<file path="src/hdl/gsfp_pkg.sv">
package gsfp_pkg;

    // Serial byte as received from the sensor.
    typedef logic [7:0] byte_t;

    // Frame position: 0..9 count received frame bytes, IDLE_POS means not in a frame.
    typedef logic [3:0] pos_t;

    localparam byte_t START_FIRST  = 8'h3C;
    localparam byte_t START_SECOND = 8'h04;

    localparam int    FRAME_LEN     = 10;
    localparam int    READING_BYTES = 8;
    localparam pos_t  IDLE_POS      = 4'd15;
    localparam pos_t  LAST_POS      = 4'(FRAME_LEN - 1);
    localparam pos_t  READING_END   = 4'(READING_BYTES);

    // Running check sum starts with both start bytes already added.
    localparam byte_t SUM_SEED = 8'(START_FIRST + START_SECOND);

endpackage

</file>
<file path="src/hdl/gas_sensor_frame_parser.sv">
// Gas sensor frame parser.
// The rx channel (rx_valid, rx_ready, rx_byte) takes one received serial byte
// per request. While idle the parser looks for the start pair 0x3C 0x04; the
// ten bytes that follow form a frame, the last of which is the check byte.
// The res channel (res_valid, res_ready and the result fields) gives one
// request per completed frame: frame_ok and the four latched readings, which
// are updated only when the check byte matches.
// Timing: a byte is registered on acceptance and processed straight from the
// input register; res_valid is registered when the last byte of a frame
// leaves the input register.
// Throughput: one byte per cycle unless a frame-ending byte waits, set by the
// single input register stage and the one-byte-a-cycle running check sum.
// When the receiver stalls, a pending result holds; bytes that do not finish
// a frame keep flowing, and only a frame-ending byte waits in the input
// register, which lowers rx_ready until the result is taken.
// Reset (rst_n low, asynchronous) clears the previous byte and the readings
// to zero, sets the frame position to idle and empties both registers.
module gas_sensor_frame_parser (
    input  logic        clk,
    input  logic        rst_n,
    input  logic        rx_valid,
    output logic        rx_ready,
    input  logic [7:0]  rx_byte,
    output logic        res_valid,
    input  logic        res_ready,
    output logic        frame_ok,
    output logic [15:0] oxygen_raw,
    output logic [15:0] carbon_monoxide_raw,
    output logic [15:0] hydrogen_sulfide_raw,
    output logic [15:0] methane_raw
);

    // Input register.
    logic                in_valid_reg;
    gsfp_pkg::byte_t     in_byte_reg;

    // Parser state.
    gsfp_pkg::byte_t     prev_reg,  prev_next;
    gsfp_pkg::pos_t      pos_reg,   pos_next;
    gsfp_pkg::byte_t     sum_reg,   sum_next;
    gsfp_pkg::byte_t     store_reg [gsfp_pkg::READING_BYTES];

    // Result register; the readings themselves are the latched outputs.
    logic                res_valid_reg, res_valid_next;
    logic                ok_reg,        ok_next;
    logic [15:0]         o2_reg, co_reg, h2s_reg, ch4_reg;

    logic                ends_frame;
    logic                fire;
    logic                load_res;
    logic                sum_match;

    // A frame-ending byte needs a free result slot; other bytes go at once.
    assign ends_frame = (pos_reg == gsfp_pkg::LAST_POS);
    assign fire       = in_valid_reg && (!ends_frame || !res_valid_reg || res_ready);
    assign load_res   = fire && ends_frame;
    assign rx_ready   = !in_valid_reg || fire;
    assign sum_match  = (~sum_reg == in_byte_reg);

    // Input register load.
    always_ff @(posedge clk or negedge rst_n)
    begin
        if (!rst_n)
        begin
            in_valid_reg <= 1'b0;
        end
        else if (rx_ready)
        begin
            in_valid_reg <= rx_valid;
        end
    end

    always_ff @(posedge clk)
    begin
        if (rx_ready && rx_valid)
        begin
            in_byte_reg <= rx_byte;
        end
    end

    // Next-state logic for start detection, position, running sum and result flags.
    always_comb
    begin
        prev_next      = prev_reg;
        pos_next       = pos_reg;
        sum_next       = sum_reg;
        ok_next        = ok_reg;
        res_valid_next = res_valid_reg && !res_ready;
        if (fire)
        begin
            prev_next = in_byte_reg;
            if (pos_reg < 4'(gsfp_pkg::FRAME_LEN))
            begin
                sum_next = sum_reg + in_byte_reg;
                if (ends_frame)
                begin
                    pos_next       = gsfp_pkg::IDLE_POS;
                    ok_next        = sum_match;
                    res_valid_next = 1'b1;
                end
                else
                begin
                    pos_next = pos_reg + 4'd1;
                end
            end
            else
            begin
                sum_next = gsfp_pkg::SUM_SEED;
                if (prev_reg == gsfp_pkg::START_FIRST && in_byte_reg == gsfp_pkg::START_SECOND)
                begin
                    pos_next = '0;
                end
                else
                begin
                    pos_next = gsfp_pkg::IDLE_POS;
                end
            end
        end
    end

    // Control and reading registers.
    always_ff @(posedge clk or negedge rst_n)
    begin
        if (!rst_n)
        begin
            prev_reg      <= '0;
            pos_reg       <= gsfp_pkg::IDLE_POS;
            sum_reg       <= gsfp_pkg::SUM_SEED;
            res_valid_reg <= 1'b0;
            ok_reg        <= 1'b0;
            o2_reg        <= '0;
            co_reg        <= '0;
            h2s_reg       <= '0;
            ch4_reg       <= '0;
        end
        else
        begin
            prev_reg      <= prev_next;
            pos_reg       <= pos_next;
            sum_reg       <= sum_next;
            res_valid_reg <= res_valid_next;
            ok_reg        <= ok_next;
            if (load_res && sum_match)
            begin
                o2_reg  <= {store_reg[0], store_reg[1]};
                co_reg  <= {store_reg[2], store_reg[3]};
                h2s_reg <= {store_reg[4], store_reg[5]};
                ch4_reg <= {store_reg[6], store_reg[7]};
            end
        end
    end

    // Reading bytes of the frame are kept; bytes 8 and 9 only enter the sum.
    always_ff @(posedge clk)
    begin
        if (fire && pos_reg < gsfp_pkg::READING_END)
        begin
            store_reg[pos_reg[2:0]] <= in_byte_reg;
        end
    end

    assign res_valid            = res_valid_reg;
    assign frame_ok             = ok_reg;
    assign oxygen_raw           = o2_reg;
    assign carbon_monoxide_raw  = co_reg;
    assign hydrogen_sulfide_raw = h2s_reg;
    assign methane_raw          = ch4_reg;

    // The frame position is either inside a frame or idle.
    a_pos_range: assert property (@(posedge clk) disable iff (!rst_n)
        (pos_reg <= gsfp_pkg::LAST_POS) || (pos_reg == gsfp_pkg::IDLE_POS))
        else $error("frame position out of range");

    // A failed frame leaves the latched readings untouched.
    a_fail_keeps: assert property (@(posedge clk) disable iff (!rst_n)
        (load_res && !sum_match) |=> ($stable(oxygen_raw) && $stable(methane_raw)
            && $stable(carbon_monoxide_raw) && $stable(hydrogen_sulfide_raw)))
        else $error("readings changed on a failed frame");

    // A result is never loaded over one that is still waiting.
    a_no_overwrite: assert property (@(posedge clk) disable iff (!rst_n)
        load_res |-> (!res_valid_reg || res_ready))
        else $error("pending result overwritten");

    // After a frame ends the parser is idle again.
    a_idle_after: assert property (@(posedge clk) disable iff (!rst_n)
        load_res |=> (pos_reg == gsfp_pkg::IDLE_POS && res_valid_reg))
        else $error("parser not idle after frame");

endmodule
</file>
<file path="config.mk">
export PLATFORM = sky130hd
export DESIGN_NAME = gas_sensor_frame_parser
export DESIGN_NICKNAME = d
export VERILOG_FILES = /design/src/hdl/gsfp_pkg.sv /design/src/hdl/gas_sensor_frame_parser.sv
export SDC_FILE = /design/constraint.sdc
export NUM_CORES = 1
export LEC_CHECK = 0
export BUFFER_PORTS_ARGS = -buffer_cell sky130_fd_sc_hd__buf_4
export CAP_MARGIN = 30
export CORE_MARGIN = 1
export CORE_UTILIZATION = 58
export CTS_BUF_LIST = sky130_fd_sc_hd__clkbuf_8
export CTS_CLUSTER_DIAMETER = 200
export DETAILED_ROUTE_END_ITERATION = 8
export GPL_ROUTABILITY_DRIVEN = 0
export PLACE_DENSITY = 0.8
export SLEW_MARGIN = 40
export SYNTH_ARGS = -nofsm -noshare
export SYNTH_HDL_FRONTEND = slang
export SYNTH_SLANG_ARGS = --single-unit
</file>
<file path="constraint.sdc">
create_clock -name clk -period 8 [get_ports clk]
set_input_delay 0.4 -clock clk [delete_from_list [all_inputs] [get_ports clk]]
set_output_delay 0.4 -clock clk [all_outputs]
set_load 0.03 [all_outputs]
</file>
==> impl_metrics.json <==
{
  "status": "finished, final reports clean",
  "fp-row-count": 37,
  "diodes": 0,
  "antenna_found_initial": 0,
  "grt_pass1_wl_um": 17300,
  "drc_errors": 0,
  "clock_path_buffers": 2,
  "max_stage_delay_ns": 0.77,
  "max_cap_violations": 0,
  "fin_crit_sh_pct": 35.9,
  "cts_sinks": 159,
  "root_buffer": "clkbuf_8",
  "slew_headroom_pct": 51.3,
  "sequentialPowerShare_pct": 57.9,
  "fmax_mhz": 348,
  "switching_power_mw": 0.348,
  "holdBufCountCts": 0,
  "dr.first_iter.drc_count": 233,
  "largest_reg_flops": 64,
  "cpLargestDelayFamily": "simple AND/OR/NAND/NOR gates",
  "finalHoldViolCount": 0,
  "ff2ff_path_depth": 7,
  "r2r_slack_ns": 5.13,
  "initial_core_util_pct": 59.6,
  "die_h_um": 105,
  "dp_slack_ns": 5.14,
  "fin_skew_ns": 0.00962,
  "cts_tree": "built",
  "crit_type": "reg2reg",
  "grt_use_total_pct": 21.4,
  "wl_um": 10800,
  "critPathArrivalTime_ns": 3.19,
  "worstSetupEndpointType": "flip-flop",
  "timing.rr.end": "hydrogen_sulfide_raw[5]",
  "detail-route-antenna-nets": 0,
  "routed-wl-met3_um": 689,
  "hold_class": "in2async",
  "final.min_clock_period_ns": 2.87,
  "synth_cell_types": 42,
  "grt_overflow": 0,
  "core_um2": 10300,
  "io_pins": 79,
  "via_per_inst": 5.50,
  "vdd_ir_drop_max_v": 0.000119,
  "drv_slew": 0,
  "htree_levels": 4,
  "dr.pass1.iters": 7,
  "synth_top_area_share_pct": 35.3,
  "synth_edf_count": 72,
  "grt_max_degree": 88,
  "die_w_um": 105,
  "clkSlewWorstSetupHoldPaths_ns": 0.08,
  "cts_resized": 0,
  "tns_ns": 0,
  "dr_wl_met2_um": 5300,
  "avgSynthCellArea_um2": 17.7,
  "fin_ws_ns": 5.13,
  "crit_buf_inv": 2,
  "fillCellCount": 631,
  "vias": 3212,
  "yosysSeqAreaShare_pct": 70.9,
  "synth_area_um2": 6120,
  "wl_met1_um": 4700,
  "critPathMaxFanout": 30,
  "synth_cells": 346,
  "worst_pin_slew_ns": 0.727,
  "synthArstFlopShare_pct": 54.7,
  "dpl-instance-area_um2": 6880,
  "portBuffers": 78,
  "intPower_mw": 1.20,
  "cts_made_buffers": 17,
  "cpMaxStageDelayCell": "or4_4",
  "switching_share_pct": 22.4,
  "start_kind": "flip-flop",
  "power.leakage_nw": 3.34,
  "r2r-start": "pos_reg[1]",
  "cellPowerDensity_nw_per_um2": 213,
  "wl_per_cell_um": 18.6,
  "syn-num-nets": 368,
  "post_cts_buffers": 0,
  "p_clk_share_pct": 36.2,
  "yosys.area.top_type": "edfxtp_1",
  "grt_pass1_vias": 3274,
  "post-dp-hpwl_um": 7120,
  "combinationalPowerShare_pct": 5.9,
  "worstPathRequired_ns": 8.31,
  "final_util_pct": 70.7,
  "die_area_um2": 11000,
  "grt_setup_unrepaired": "no",
  "area_growth_pct": 18.7,
  "dr.max_layer_used": "met4",
  "design_area_um2": 7270,
  "cp_cell_sequence": "inv_1 -> ha_1 -> nand3b_4 -> o21ai_4 -> or4_4 -> buf_12 -> mux2_4",
  "finalSetupViolCount": 0,
  "layout-drive-gt1-share_pct": 44.2,
  "nNetsFinal": 457,
  "yosysWarnings": 0,
  "synthTopCellsByArea": "edfxtp_1 (35%), dfrtp_1 (34%), mux2_4 (12%)",
  "ys.flop_type": "dfrtp_1",
  "ys_ff_latch": 159,
  "insertion_delay_ns": 0.43
}
-- cell usage in the layout, fill, tap and decap left out, types with 2 or more instances in the layout --
cell type,count
a211oi_1,4
a21o_1,3
a21oi_1,6
and2_1,2
buf_4,78
bufinv_16,2
clkbuf_8,20
clkinv_2,7
clkinvlp_4,3
dfrtp_1,82
dfstp_2,5
edfxtp_1,72
ha_1,9
inv_1,5
mux2_2,23
mux2_4,49
nand2_1,13
nand3_1,2
nand4_1,3
nor2_1,6
nor2b_1,2
nor3_1,3
nor3_2,3
nor3b_2,2
nor4b_1,2
o211ai_1,2
o21ai_0,14
o31ai_1,4
xnor2_1,3
xor2_1,2
-- per-stage QoR --
step,total power [mW],hold slack (ns),cells
after global placement,0.999,0.459,550
after floorplan,0.964,0.104,346
after global routing,1.61,0.0534,584
final,1.55,0.0243,584
after CTS,1.56,0.0431,584
after detailed placement,1.01,0.456,552
-- per-layer routing --
| layer | up-vias | track usage (%) |
|---|---|---|
| met5 | - | 0 |
| met4 | 0 | 8.75 |
| met3 | 13 | 4.93 |
| met2 | 115 | 33.6 |
| met1 | 1624 | 29.3 |
| li1 | 1460 | - |
-- kinds of logic (layout without fill, tap and decap cells) --
logic type	count (synthesis)	count (layout)	share of synthesized area, %
DFF	159	159	70.9
muxes	72	72	16.2
and+or+nand+nor	47	47	4.39
AOI/OAI and AO/OA	38	38	3.86
buffers and inverters	15	117	1.67
adders and majority gates	10	10	2.17
xor gates and xnor gates	5	5	0.715
-- worst reg2reg max path: stages (launching register included) --
cell and delay (ns):
dfstp_2 0.65, inv_1 0.13, ha_1 0.25, nand3b_4 0.14
o21ai_4 0.22, or4_4 0.77, buf_12 0.28, mux2_4 0.33
-- layout make-up --
class,count,area (um^2),share of cell area [%]
clock inverter,13,121,1.67
tap,136,170,2.34
multi-input combinational,172,1710,23.5
sequential,159,4350,59.8
inverter,4,15.0,0.207
clock buffer,19,262,3.60
timing repair buffer,81,647,8.90
-- power by group through the flow --
| stage | Combinational (mW) | Clock, mW | Sequential (mW) |
|---|---|---|---|
| 2_1_floorplan | 0.0502 | 0 | 0.914 |
| 3_3_place_gp | 0.0863 | 0 | 0.913 |
| 3_5_place_dp | 0.0915 | 0 | 0.915 |
| 4_1_cts | 0.0917 | 0.572 | 0.898 |
| 5_1_grt | 0.0999 | 0.607 | 0.901 |
| 6_report | 0.0913 | 0.561 | 0.899 |
-- worst max path at each step --
stage,to,depth (start not counted),from
floorplan,carbon_monoxide_raw[15],9,pos_reg[1]
global route,hydrogen_sulfide_raw[15],7,pos_reg[1]
finish,hydrogen_sulfide_raw[5],7,pos_reg[1]
CTS,hydrogen_sulfide_raw[5],7,pos_reg[1]
global placement,hydrogen_sulfide_raw[15],5,pos_reg[0]
detailed placement,methane_raw[7],7,pos_reg[1]
-- cells in the mapped netlist, drive strengths merged, types with 3 or more instances --
master   n
mux2    72
inv      4
nor2     6
a211oi   4
a21oi    6
o31ai    4
xnor2    3
nor3     6
dfstp    5
nand2   13
clkbuf   4
ha       9
buf      7
a21o     3
dfrtp   82
nand4    3
edfxtp  72
o21ai   16
Note: power is estimated with default switching activity, not from simulation.
